[src/hdl/assert_macros.svh]
// Assertion macros shared by the order book RTL.
`ifndef ASSERT_MACROS_SVH
`define ASSERT_MACROS_SVH

// Concurrent assertion on clk, disabled while arst_n is low.
`define ASSERT_CLK(label, prop, msg) \
	label: assert property (@(posedge clk) disable iff (!arst_n) (prop)) else $error(msg);

// Implication checked on clk, disabled while arst_n is low.
`define ASSERT_IMPL(label, pre, post, msg) \
	label: assert property (@(posedge clk) disable iff (!arst_n) (pre) |-> (post)) \
		else $error(msg);

`endif

[src/hdl/lobm_pkg.sv]
// Types, constants and codes of the limit order book matcher.
package lobm_pkg;

	localparam int PRICE_LEVELS = 256;
	localparam int ORDER_SLOTS  = 64;
	localparam int MAX_RESULTS  = 64;

	localparam int LVL_W  = $clog2(PRICE_LEVELS);
	localparam int SLOT_W = $clog2(ORDER_SLOTS);
	localparam int CNT_W  = $clog2(ORDER_SLOTS + 1);
	localparam int RES_W  = $clog2(MAX_RESULTS + 1);
	localparam int RIDX_W = $clog2(MAX_RESULTS);

	// Best level search looks at one group of levels per cycle.
	localparam int GRP    = 16;
	localparam int NGRP   = PRICE_LEVELS / GRP;
	localparam int GRP_W  = $clog2(NGRP);
	localparam int GPOS_W = $clog2(GRP);

	localparam logic [1:0] ACT_ADD    = 2'd0;
	localparam logic [1:0] ACT_CANCEL = 2'd1;
	localparam logic [1:0] ACT_MODIFY = 2'd2;

	localparam logic [1:0] STAT_OK   = 2'd0;
	localparam logic [1:0] STAT_MISS = 2'd1;
	localparam logic [1:0] STAT_FULL = 2'd2;

	typedef struct packed {
		logic [1:0]  action;
		logic [31:0] ord_id;
		logic        side;
		logic [31:0] price;
		logic [31:0] quantity;
	} lobm_in_t;

	typedef struct packed {
		logic        trade_valid;
		logic [31:0] buy_order_id;
		logic [31:0] sell_order_id;
		logic [31:0] trade_price;
		logic [31:0] trade_quantity;
		logic [1:0]  status;
		logic [31:0] best_bid;
		logic [31:0] best_ask;
		logic        last;
	} lobm_out_t;

	typedef struct packed {
		logic [31:0] buy_id;
		logic [31:0] sell_id;
		logic [31:0] price;
		logic [31:0] qty;
	} trade_t;

	typedef struct packed {
		logic [SLOT_W-1:0] head;
		logic [SLOT_W-1:0] tail;
		logic [CNT_W-1:0]  count;
	} lvl_ent_t;

	typedef struct packed {
		logic start;
		logic side;
	} scan_req_t;

	typedef struct packed {
		logic             done;
		logic             found;
		logic [LVL_W-1:0] idx;
	} scan_rsp_t;

	typedef enum logic [4:0] {
		ST_IDLE, ST_M_SCAN, ST_M_SCANW, ST_L_RD, ST_L_USE, ST_S_RD, ST_FILL,
		ST_PLACE, ST_P_RD, ST_P_WR, ST_P_LNK, ST_F_RD, ST_F_CHK, ST_U_RD,
		ST_U_WR, ST_U_LNK, ST_FIN_B, ST_FIN_BW, ST_FIN_A, ST_FIN_AW,
		ST_O_RD, ST_O_LD
	} state_t;

endpackage

[src/hdl/lobm_best_scan.sv]
// Search of the occupied-level map for the best bid or best ask level.
module lobm_best_scan import lobm_pkg::*; (
	input  logic                    clk,
	input  logic                    arst_n,
	input  scan_req_t               req,
	input  logic [PRICE_LEVELS-1:0] bid_map,
	input  logic [PRICE_LEVELS-1:0] ask_map,
	output scan_rsp_t               rsp
);

	logic              busy_q;
	logic              side_q;
	logic [GRP_W-1:0]  grp_q;
	logic [GRP_W-1:0]  grp;
	logic [GRP-1:0]    bits;
	logic [GPOS_W-1:0] pos;
	logic              any;

	// Asks are searched upwards from level zero, bids downwards from the top.
	always_comb begin
		grp  = side_q ? grp_q : (GRP_W'(NGRP - 1) - grp_q);
		bits = side_q ? ask_map[{grp, {GPOS_W{1'b0}}} +: GRP]
		              : bid_map[{grp, {GPOS_W{1'b0}}} +: GRP];
		any  = |bits;
		pos  = '0;
		for (int j = 0; j < GRP; j++) begin
			if (side_q) begin
				if (bits[GRP-1-j]) pos = GPOS_W'(GRP - 1 - j);
			end else begin
				if (bits[j]) pos = GPOS_W'(j);
			end
		end
		rsp.done  = busy_q && (any || grp_q == GRP_W'(NGRP - 1));
		rsp.found = any;
		rsp.idx   = {grp, pos};
	end

	// One group per cycle until a level is found or the map is exhausted.
	always_ff @(posedge clk or negedge arst_n) begin
		if (!arst_n) begin
			busy_q <= 1'b0;
			side_q <= 1'b0;
			grp_q  <= '0;
		end else if (req.start) begin
			busy_q <= 1'b1;
			side_q <= req.side;
			grp_q  <= '0;
		end else if (busy_q) begin
			if (rsp.done) busy_q <= 1'b0;
			else grp_q <= grp_q + 1'b1;
		end
	end

endmodule

[config.mk]
export PLATFORM = sky130hd
export DESIGN_NAME = lobm_best_scan
export DESIGN_NICKNAME = d
export VERILOG_FILES = /design/src/hdl/assert_macros.svh /design/src/hdl/lobm_pkg.sv /design/src/hdl/lobm_best_scan.sv
export SDC_FILE = /design/constraint.sdc
export NUM_CORES = 1
export LEC_CHECK = 0
export CAP_MARGIN = 30
export CELL_PAD_IN_SITES_DETAIL_PLACEMENT = 1
export CELL_PAD_IN_SITES_GLOBAL_PLACEMENT = 1
export CORE_AREA = 2 2 207 209
export CTS_CLUSTER_DIAMETER = 30
export DETAILED_ROUTE_END_ITERATION = 7
export DIE_AREA = 0 0 209 211
export DONT_BUFFER_PORTS = 1
export PLACE_DENSITY = 0.41
export SKIP_CTS_REPAIR_TIMING = 1
export SLEW_MARGIN = 30
export SYNTH_ARGS = -nofsm -noshare
export SYNTH_HDL_FRONTEND = slang
export SYNTH_SLANG_ARGS = --single-unit
[constraint.sdc]
create_clock -name clk -period 7 [get_ports clk]
set_clock_uncertainty 0.1 [all_clocks]
set_input_delay 2.1 -clock clk [delete_from_list [all_inputs] [get_ports clk]]
set_output_delay 2.1 -clock clk [all_outputs]
set_load 0.01 [all_outputs]
# [Word-level counts from Yosys, hierarchy flattened]
# Cells that the tools add are included.
[classes] n_addsub=2 n_eq_ne=2 shift=2 muxes=55 n_reduce_logical=5
[op_table] op="variable part select 256 x 9 -> 16 bit" count=2
[op_table] op="2-to-1 mux 4 bit" count=51
[op_table] op="2-to-1 mux 16 bit" count=1
[op_table] op="OR reduction 16 bit" count=1
[op_table] op="adder 4 x 1 -> 4 bit, second input constant" count=1
[op_table] op="equality test 4 bit, second input constant" count=1
[op_table] op="subtractor 4 bit, first input constant" count=1
[op_table] op="2-to-1 mux 1 bit" count=3
[op_table] op="!= test 2 bit, second input constant" count=1
[op_table] op="AND reduction 2 bit" count=1
[op_table] op="nonzero test 2 bit" count=1
[op_table] op="logical AND 1 bit" count=1
[op_table] op="logical OR 1 bit" count=1
[totals] register_bits=6 input_bits=516 output_inout_bits=10 word_cells=69

# [Depth between registers and ports, before layout]
# Gate-level depths: netlist (run 1).
[logic_depth] depth_word=36 depth_mapped=14 depth_no_buf=9

# [Least setup slack after synthesis (run 1)]
# Ideal clock, no wire load.
[synth_path] path_kind="input to output" from="input port bid_map[202]" to="output port rsp[1] (netlist name)" t_arrival_ns=4.145 required_ns=4.800 slack_ns=0.655 stages=8 path_buffers=0 cell_sequence="mux4_2 nor2b_1 a2111oi_2 nor3b_1 nor3_1 nand3_1 a311o_1 a221o_1"
[synth_rtl] element="start: declaration" line_no="lobm_best_scan.sv:6" rtl="input logic [PRICE_LEVELS-1:0] bid_map,"
[synth_rtl] element="end: declaration" line_no="lobm_best_scan.sv:8" rtl="output scan_rsp_t rsp"

==> flow_metrics.tcl, run 1 <==
set metrics [dict create \
    viasPerCell 4.88 \
    cp_data_arrival_time_ns 4.49 \
    p_leak_nw 1.64 \
    setup_viol 0 \
    synth_enable_flop_cells 0 \
    worst-slew-pin-transition_ns 0.888 \
    crit_path_start_kind "input port" \
    maxSlewViolCount 0 \
    fin_crit_ns 6.69 \
    post-route-drc-count 0 \
    placed_cells 1065 \
    core.rowCount 75 \
    relSlewSlack_pct 40.8 \
    pre_cts_slack_ns 0.164 \
    hp-class "reg2reg" \
    cts_tree "built" \
    rsz0062_at_grt "false" \
    synthArstFlopShare_pct 100 \
    area_growth_pct 13.2 \
    fin_crit_sh_pct 95.6 \
    ys_seq_area_share_pct 2.80 \
    crit_type "in2out" \
    wl_mm 34.4 \
    syn-cell-area_mm2 0.00536 \
    cts_buffers 3 \
    fmax_mhz 149 \
    initial_core_util_pct 12.8 \
    dr_wl_met3_mm 1.94 \
    fin_cells 1072 \
    vias 5236 \
    drv_cap 0 \
    wl_met2_mm 17.1 \
    ctsRootBufferMaster "clkbuf_16" \
    first_global_vias 5673 \
    clk_latency_ns 0.23 \
    wl_met1_mm 15.0 \
    syn-instance-count 546 \
    yosysWarnings 0 \
    yosysUniqueCellTypes 72 \
    drive_gt1_share_pct 28.0 \
    peakVddDrop_mv 0.0336 \
    final_antenna_net_count 0 \
    clkSlewWorstSetupHoldPaths_ns 0.03 \
    h-tree-depth 1 \
    ys_ff_latch 6 \
    min_delay_path_depth 3 \
    post_drt_wl_per_cell_um 32.1 \
    crit_path_end_kind "primary output" \
    worst_slack_ns 0.309 \
    gr-total-overflow 0 \
    grt_max_degree 73 \
    fp.dieW_um 209 \
    core_mm2 0.0418 \
    status "complete, no violations" \
    grt_pass1_wl_mm 45.3 \
    final_nets 1048 \
    fill_cells 4902 \
    synth_nets 1063 \
    pin_count 526 \
    dp.final_hpwl_mm 29.9 \
    first_pass_iters 4 \
    powerDensity_mw_per_mm2 61.0 \
    synth-main-ff-cell "dfrtp_1" \
    clockBufferDepth 2 \
    setup_tns_ns 0 \
    cp_data_required_time_ns 4.80 \
    antenna_found_initial 5 \
    avgSynthCellArea_um2 9.81 \
    first_iter_violations 254 \
    r2r_cells 8 \
    die_y_um 211 \
    finalPower_mw 0.370 \
    hold_violations 0 \
    gp_congestion 1.04 \
    top_layer_used "met5" \
    track_usage_pct 14.7 \
    worst-path-max-fanout 3 \
    die-area_mm2 0.0441 \
    cts_sinks 6 \
    portBuffers 0 \
]
[synth_stat cells, drive strengths merged (2+ instances only)]
| library cell | n | share of area (%) |
|---|---|---|
| or3 | 3 | 0.35 |
| nand3 | 23 | 2.1 |
| a221o | 3 | 0.56 |
| and2 | 6 | 0.70 |
| a32o | 3 | 0.56 |
| nor2b | 11 | 1.3 |
| o21ai | 14 | 1.3 |
| or2 | 2 | 0.23 |
| a211o | 2 | 0.33 |
| a21boi | 2 | 0.28 |
| nor3b | 4 | 0.56 |
| o221ai | 3 | 0.49 |
| mux4 | 85 | 36 |
| mux2 | 14 | 2.9 |
| inv | 11 | 0.77 |
| a2bb2oi | 3 | 0.49 |
| nand3b | 4 | 0.56 |
| a2111oi | 4 | 0.77 |
| nor4 | 5 | 0.86 |
| mux2i | 87 | 16 |
| nand4 | 2 | 0.23 |
| nor3 | 6 | 0.56 |
| a211oi | 9 | 1.3 |
| o41ai | 2 | 0.33 |
| o211ai | 5 | 0.70 |
| o221a | 2 | 0.42 |
| a21oi | 16 | 1.5 |
| a22oi | 29 | 4.1 |
| xor2 | 2 | 0.33 |
| o21bai | 2 | 0.28 |
| a31oi | 2 | 0.23 |
| nand2b | 9 | 1.1 |
| o22ai | 14 | 1.6 |
| buf | 39 | 5.6 |
| nand2 | 35 | 2.5 |
| nor2 | 29 | 2.0 |
| and4 | 2 | 0.33 |
| and3b | 2 | 0.33 |
| clkbuf | 18 | 1.3 |
| dfrtp | 6 | 2.8 |
| o32ai | 2 | 0.33 |
| or3b | 4 | 0.65 |
[critical path, stage by stage]
cell and delay, ns:
mux4_2 0.50, and2_0 0.18, a211oi_1 0.29, buf_4 0.22, o211ai_1 0.21, nand2_1 0.23, a21oi_1 0.09, o221a_2 0.27
o32a_1 0.40
[cell type report]
class                   count  area (µm²)  area share [%]
diodes                      4        10.0           0.165
clock buffers               3        75.1            1.24
inverters                  11        41.3           0.681
multi-input cells         472        4800            79.2
flip-flops and latches      6         160            2.64
well taps                 539         674            11.1
repair buffers             37         303            4.99
[sequential cells by signal (all words and copies together) (netlist names)]
name and flops:
side_q 1, grp_q 4, busy_q 1
[report_power, final]
part | switching, mW | total [mW] | internal [mW]
clock | 0.0196 | 0.0930 | 0.0734
combinational | 0.133 | 0.238 | 0.104
sequential | 0.00386 | 0.0396 | 0.0358
total | 0.157 | 0.370 | 0.213
[routing by layer]
| metal | GRT usage, % | up-vias |
|---|---|---|
| met1 | 19.4 | 2621 |
| met4 | 2.17 | 4 |
| li1 | - | 2249 |
| met5 | 0 | - |
| met3 | 1.71 | 24 |
| met2 | 26.4 | 338 |
[through the flow]
stage	hold slack, ns	util (%)	instance area (µm²)
finish	0.624	14.5	6070
global placement	0.628	14.3	5980
floorplan	0.568	-	5360
CTS	0.630	14.5	6050
global route	0.648	14.5	6060
detailed placement	0.625	14.3	5980
[cells by family (layout without fill, tap and decap cells)]
group,after synthesis,count (layout),share of synthesized area (%)
adder cells (fa/ha/maj),1,1,0.233
XOR/XNOR,3,3,0.490
AND/OR/NAND/NOR,152,152,15.7
buffers and inverters,68,51,7.66
AO/OA/AOI/OAI,130,130,17.7
other,0,4,0
flip-flops,6,6,2.80
multiplexers,186,186,55.4
[path summary, 6_finish.rpt]
kind / slack [ns] / start / to
max: 0.31 / ask_map[117] / rsp[2]
min: 0.62 / busy_q / grp_q[1]
max reg2reg: 2.90 / grp_q[2] / grp_q[0]
min reg2reg: 0.62 / busy_q / grp_q[1]
max in group asynchronous: 5.25 / arst_n / grp_q[1]
min in group asynchronous: 1.47 / arst_n / grp_q[0]
[layout by cell type, fill, tap and decap left out, types with 4 or more instances in the layout]
master,instances
mux2i_1,87
mux4_2,78
nand2_1,35
buf_4,35
nor2_1,29
a22oi_1,29
nand3_1,23
a21oi_1,16
o22ai_1,14
o21ai_0,14
mux2_2,11
inv_1,10
nor2b_1,10
nand2b_1,9
a211oi_1,9
mux4_1,7
nor3_1,6
and2_1,5
o211ai_1,5
diode_2,4
or3b_2,4
nand3b_1,4
nor3b_1,4
nor4_1,4
No activity file was read; power rests on OpenSTA's default activity.
==> inputs of run 2 (changes only) <==
--- a/config.mk
+++ b/config.mk
@@ -6,9 +6,10 @@
 export NUM_CORES = 1
 export LEC_CHECK = 0
 export CAP_MARGIN = 30
-export CELL_PAD_IN_SITES_DETAIL_PLACEMENT = 1
+export CELL_PAD_IN_SITES_DETAIL_PLACEMENT = 0
 export CELL_PAD_IN_SITES_GLOBAL_PLACEMENT = 1
 export CORE_AREA = 2 2 207 209
+export CTS_BUF_LIST = sky130_fd_sc_hd__clkbuf_16
 export CTS_CLUSTER_DIAMETER = 30
 export DETAILED_ROUTE_END_ITERATION = 7
 export DIE_AREA = 0 0 209 211
==> run 2 against run 1 <==
Against the previous run:
- sequential power about the same
- sequential cell count unchanged
- global-route usage decreased by 0.27 points
- first-iteration DRC count increased by 3.1%
- combinational power about the same
- die area unchanged
- worst setup slack got worse by 0.041 ns
- clock-buffer cell count unchanged
- worst hold slack about the same
- clock power increased by 1%
- cell count increased by 0.37%
- register-to-register slack got worse by 0.14 ns
==> flow_metrics.tcl, run 2 (same netlist as run 1, synthesis figures left out) <==
set metrics [dict create \
    fin_util_pct 14.5 \
    hold_violations 0 \
    worst-slew-pin-transition_ns 0.879 \
    post_drt_wl_per_cell_um 31.3 \
    vias 5227 \
    gr-max-usage-layer "met2" \
    clockBufferDepth 2 \
    fin_crit_ns 6.73 \
    pre_cts_slack_ns 0.192 \
    regMostFlops "grp_q" \
    h-tree-depth 1 \
    core.rowCount 75 \
    grt_use_met2_pct 25.8 \
    crit_type "in2out" \
    crit_path_end_kind "primary output" \
    fmax_mhz 149 \
    final_antenna_net_count 0 \
    p_leak_nw 1.64 \
    dp.final_hpwl_mm 29.3 \
    viasPerCell 4.86 \
    grt_util_met1_pct 18.4 \
    rsz0062_at_grt "false" \
    antenna_found_initial 14 \
    clk_latency_ns 0.23 \
    die_y_um 211 \
    worst-path-max-fanout 5 \
    cts_tree "built" \
    relSlewSlack_pct 41.4 \
    clkSlewWorstSetupHoldPaths_ns 0.03 \
    portBuffers 0 \
    ctsRootBufferMaster "clkbuf_16" \
    grt_max_degree 73 \
    final_nets 1048 \
    crit_path_start_kind "input port" \
    layout_common_cells "87 x mux2i_1, 78 x mux4_2, 35 x nand2_1, 35 x buf_4" \
    worst_slack_ns 0.268 \
    final_common_cell "mux2i_1" \
    drv_cap 0 \
    maxSlewViolCount 0 \
    fin_crit_sh_pct 96.2 \
    grt_pass1_wl_mm 44.1 \
    peakVddDrop_mv 0.0600 \
    initial_core_util_pct 12.8 \
    largestRegisters "grp_q: 4 flops, busy_q: 1 flops, side_q: 1 flops" \
    cts_sinks 6 \
    die-area_mm2 0.0441 \
    setup_viol 0 \
    fp.dieW_um 209 \
    gp_congestion 1.04 \
    cp_data_arrival_time_ns 4.53 \
    largest_reg_flops 4 \
    powerDensity_mw_per_mm2 60.9 \
    track_usage_pct 14.5 \
    wl_mm 33.7 \
    pin_count 526 \
    gr-total-overflow 0 \
    post-route-drc-count 0 \
    drive_gt1_share_pct 28.0 \
    cp_data_required_time_ns 4.80 \
    hp-class "reg2reg" \
    first_global_vias 5466 \
    first_iter_violations 262 \
    first_pass_iters 5 \
    cts_buffers 3 \
    met3_usage_pct 2.62 \
    setup_tns_ns 0 \
    status "complete, no violations" \
    core_mm2 0.0418 \
    area_growth_pct 13.4 \
]
run 2: worst paths after layout:
check,from,end,slack (ns),cells after the start
worst min register to register,busy_q,grp_q[1],0.62,3
worst max-delay path,bid_map[135],rsp[2],0.27,7
min in group asynchronous,arst_n,grp_q[0],1.46,0
worst max register to register,grp_q[2],grp_q[0],2.76,8
worst min-delay path,busy_q,grp_q[1],0.62,3
max in group asynchronous,arst_n,grp_q[1],5.26,0
run 2: metrics by stage:
stage | hold slack [ns] | cell area [µm²] | power [mW] | instances
after floorplan | 0.568 | 5360 | 0.189 | 546
after global placement | 0.628 | 5980 | 0.287 | 1065
after detailed placement | 0.625 | 5980 | 0.286 | 1065
after CTS | 0.630 | 6050 | 0.381 | 1068
after global routing | 0.648 | 6060 | 0.398 | 1071
final | 0.624 | 6080 | 0.370 | 1076
run 2: metal layers:
layer	vias to the layer above	wire length [µm]
met5	-	75
met2	368	16600
li1	2253	-
met1	2560	14500
met4	12	488
met3	34	2020
run 2: final cells by class:
| cell class | instances | area [µm²] |
|---|---|---|
| Fill cell | 4721 | 35700 |
| Multi-Input combinational cell | 472 | 4800 |
| Tap cell | 539 | 674 |
| Timing Repair Buffer | 37 | 303 |
| Sequential cell | 6 | 160 |
| Clock buffer | 3 | 75.1 |
| Inverter | 11 | 41.3 |
| Antenna cell | 8 | 20.0 |
run 2: worst max-delay path: stages:
cell and delay, ns:
mux4_2 0.44, a2111oi_1 0.60, a22oi_1 0.33, nand2b_1 0.31
a211o_1 0.26, o221a_2 0.12, o32a_1 0.36
run 2: report_power, final:
part           total (mW)  internal, mW  leakage (nW)  switching, mW
sequential         0.0397        0.0358        0.0729        0.00392
clock              0.0941        0.0734        0.0370         0.0207
combinational       0.236         0.104          1.53          0.132
==> inputs of run 3 (changes only) <==
--- a/config.mk
+++ b/config.mk
@@ -5,16 +5,17 @@
 export SDC_FILE = /design/constraint.sdc
 export NUM_CORES = 1
 export LEC_CHECK = 0
+export ABC_AREA = 1
 export CAP_MARGIN = 30
 export CELL_PAD_IN_SITES_DETAIL_PLACEMENT = 0
 export CELL_PAD_IN_SITES_GLOBAL_PLACEMENT = 1
-export CORE_AREA = 2 2 207 209
+export CORE_AREA = 2 2 206 208
 export CTS_BUF_LIST = sky130_fd_sc_hd__clkbuf_16
 export CTS_CLUSTER_DIAMETER = 30
 export DETAILED_ROUTE_END_ITERATION = 7
-export DIE_AREA = 0 0 209 211
+export DIE_AREA = 0 0 208 210
 export DONT_BUFFER_PORTS = 1
-export PLACE_DENSITY = 0.41
+export PLACE_DENSITY = 0.45
 export SKIP_CTS_REPAIR_TIMING = 1
 export SLEW_MARGIN = 30
 export SYNTH_ARGS = -nofsm -noshare
==> run 3 against run 2 <==
Against the previous run:
- clock-buffer cell count is the same
- via count is 52% higher
- register-to-register slack improved by 0.08 ns
- routed wire length is 11% higher
- worst hold slack lost 0.13 ns
- sequential power is 9.3% higher
- die area is 0.95% lower
- global-route usage up 1.5 points
- core utilization decreased by 0.23 points
- power rose to 2.6 times the previous value
- sequential share of layout area about the same
==> flow_metrics.tcl, run 3 <==
set metrics [dict create \
    status "complete, no violations" \
    core.rowCount 75 \
    post_drt_wl_per_cell_um 23.2 \
    yosysTopAreaCell "nand2_1" \
    first_global_vias 7766 \
    rsz0062_at_grt "false" \
    layout_common_cells "444 x nand2_1, 117 x a21oi_1, 111 x nand3_1" \
    r2r-end "grp_q[0]" \
    syn-cell-area_mm2 0.00538 \
    cp_data_required_time_ns 4.80 \
    portBuffers 0 \
    cp_data_arrival_time_ns 4.31 \
    p_leak_nw 2.55 \
    drv_cap 0 \
    wl_mm 37.3 \
    avgSynthCellArea_um2 4.76 \
    cts_buffers 3 \
    yosysUniqueCellTypes 32 \
    fin_crit_ns 6.51 \
    track_usage_pct 15.9 \
    yosysWarnings 0 \
    crit_path_end_kind "primary output" \
    cp_slowest_stage_delay_ns 0.47 \
    fmax_mhz 154 \
    critical_path.cell_chain "nor2_1, nor2_1, a21oi_1, o21ai_0, nand3_1, nand2_1, o21ai_1, inv_1, nand2_1, nand2_1, nand2_1, nand2_1, nand2_1, nand2_1, nand2_1, nand2_1, nand2_1, nand2_1, nand2_1, a21oi_1, buf_4" \
    initial_core_util_pct 13.0 \
    cts_tree "built" \
    min_to "grp_q[2]" \
    clockBufferDepth 2 \
    wl_met2_mm 17.4 \
    maxSlewViolCount 0 \
    antenna_found_initial 4 \
    powerDensity_mw_per_mm2 162 \
    synth-main-ff-cell "dfrtp_1" \
    regMostFlops "grp_q" \
    relSlewSlack_pct 42.3 \
    peakVddDrop_mv 0.0997 \
    clkSlewWorstSetupHoldPaths_ns 0.03 \
    min_from "busy_q" \
    setup_tns_ns 0 \
    h-tree-depth 1 \
    core_mm2 0.0415 \
    ys_ff_latch 6 \
    syn-instance-count 1131 \
    reg2reg_slack_ns 2.84 \
    grt_max_degree 85 \
    design_area_mm2 0.00594 \
    synth_area_leaders "nand2_1 31%, a21oi_1 11%, nand3_1 10%, o21ai_0 9.4%, a22oi_1 5.7%" \
    fp.dieW_um 208 \
    fin_crit_sh_pct 93.0 \
    vias 7936 \
    first_iter_violations 836 \
    crit_type "in2out" \
    slowest_stage "o21ai_0" \
    viasPerCell 4.94 \
    worst-path-max-fanout 3 \
    wl_met1_mm 16.2 \
    setup_viol 0 \
    synthArstFlopShare_pct 100 \
    top_layer_used "met5" \
    hp-class "reg2reg" \
    synth_common_cells "447 x nand2_1, 117 x a21oi_1, 111 x nand3_1" \
    dr_wl_met3_mm 2.79 \
    fin_hold_ws_ns 0.491 \
    final_common_cell "nand2_1" \
    gr-total-overflow 0 \
    final_antenna_net_count 0 \
    ys_seq_area_share_pct 2.79 \
    dp.final_hpwl_mm 29.9 \
    yosysTopAreaCellShare_pct 31.2 \
    worst-slew-pin-transition_ns 0.864 \
    area_growth_pct 10.4 \
    pin_count 526 \
    post-route-drc-count 0 \
    synth_enable_flop_cells 0 \
    dpl_cell_area_mm2 0.00586 \
    grt_pass1_wl_mm 52.1 \
    crit_path_start_kind "input port" \
    synth_nets 1648 \
    worstReg2RegStart "side_q" \
    drive_gt1_share_pct 5.07 \
    r2r_cells 18 \
    die_y_um 210 \
    ctsRootBufferMaster "clkbuf_16" \
    largestRegisters "grp_q: 4 flops, busy_q: 1 flops, side_q: 1 flops" \
    clk_latency_ns 0.23 \
    path_common_cell "nand2_1" \
    yosysMostFrequentCell "nand2_1" \
    hold_violations 0 \
    min_delay_path_depth 2 \
    largest_reg_flops 4 \
    cts_sinks 6 \
    first_pass_iters 6 \
    fin_util_pct 14.3 \
    gp_congestion 0.837 \
    final_nets 1584 \
    die-area_mm2 0.0437 \
]
-- run 3: cell count changes in the layout (fill, tap and decap cells not counted), moves of 31 or more --
cell and delta:
nand2_1 +409, a21oi_1 +101, nand3_1 +88, mux2i_1 -87, o21ai_0 +87, mux4_2 -78
nor2_1 +50, o211ai_1 +31
-- run 3: logic make-up after synthesis --
kind of cell,after synthesis,synth area share (%)
AO/OA/AOI/OAI,314,33.2
XOR/XNOR,3,0.628
adder cells (fa/ha/maj),1,0.232
AND/OR/NAND/NOR,667,50.6
buffers and inverters,140,12.5
flip-flops,6,2.79
-- run 3: report_power, final --
group | switching, mW | internal, mW | leakage, nW
sequential | 0.00572 | 0.0377 | 0.0753
clock | 0.0199 | 0.0734 | 0.0370
combinational | 0.581 | 0.242 | 2.44
total | 0.606 | 0.353 | 2.55
-- run 3: worst max-delay path by stage --
stage	startpoint	endpoint	slack, ns	depth (start not counted)
3_3_place_gp	ask_map[91]	rsp[0]	0.46	21
5_1_grt	ask_map[91]	rsp[0]	0.28	21
2_1_floorplan	bid_map[46]	rsp[0]	1.22	22
6_report	ask_map[91]	rsp[0]	0.49	21
4_1_cts	ask_map[91]	rsp[0]	0.53	21
3_5_place_dp	ask_map[91]	rsp[0]	0.55	21
-- run 3: final cells by class --
| cell class | count | area, µm² |
|---|---|---|
| fill | 5022 | 35500 |
| clock buffer | 3 | 75.1 |
| tap | 539 | 674 |
| antenna | 2 | 5.00 |
| inverter | 42 | 163 |
| multi-input combinational | 985 | 4610 |
| timing repair buffer | 29 | 255 |
| sequential | 6 | 155 |
-- run 3: layer usage --
layer / GRT usage (%) / vias up
li1: - / 3691
met1: 21.5 / 3728
met2: 26.4 / 466
met3: 2.61 / 49
met4: 4.21 / 2
met5: 0 / -
-- run 3: stage by stage --
stage | setup slack (ns) | instances | power, mW
2_1_floorplan | 1.22 | 1131 | 0.595
3_3_place_gp | 0.459 | 1601 | 0.878
3_5_place_dp | 0.545 | 1601 | 0.873
4_1_cts | 0.531 | 1604 | 0.970
5_1_grt | 0.284 | 1606 | 1.07
6_report | 0.489 | 1606 | 0.960
-- run 3: worst max-delay path: cells and delay by family --
kind / cells / cell delay, ns
AND/OR/NAND/NOR: 15 / 1.10
AO/OA/AOI/OAI: 4 / 0.75
buffers and inverters: 2 / 0.32
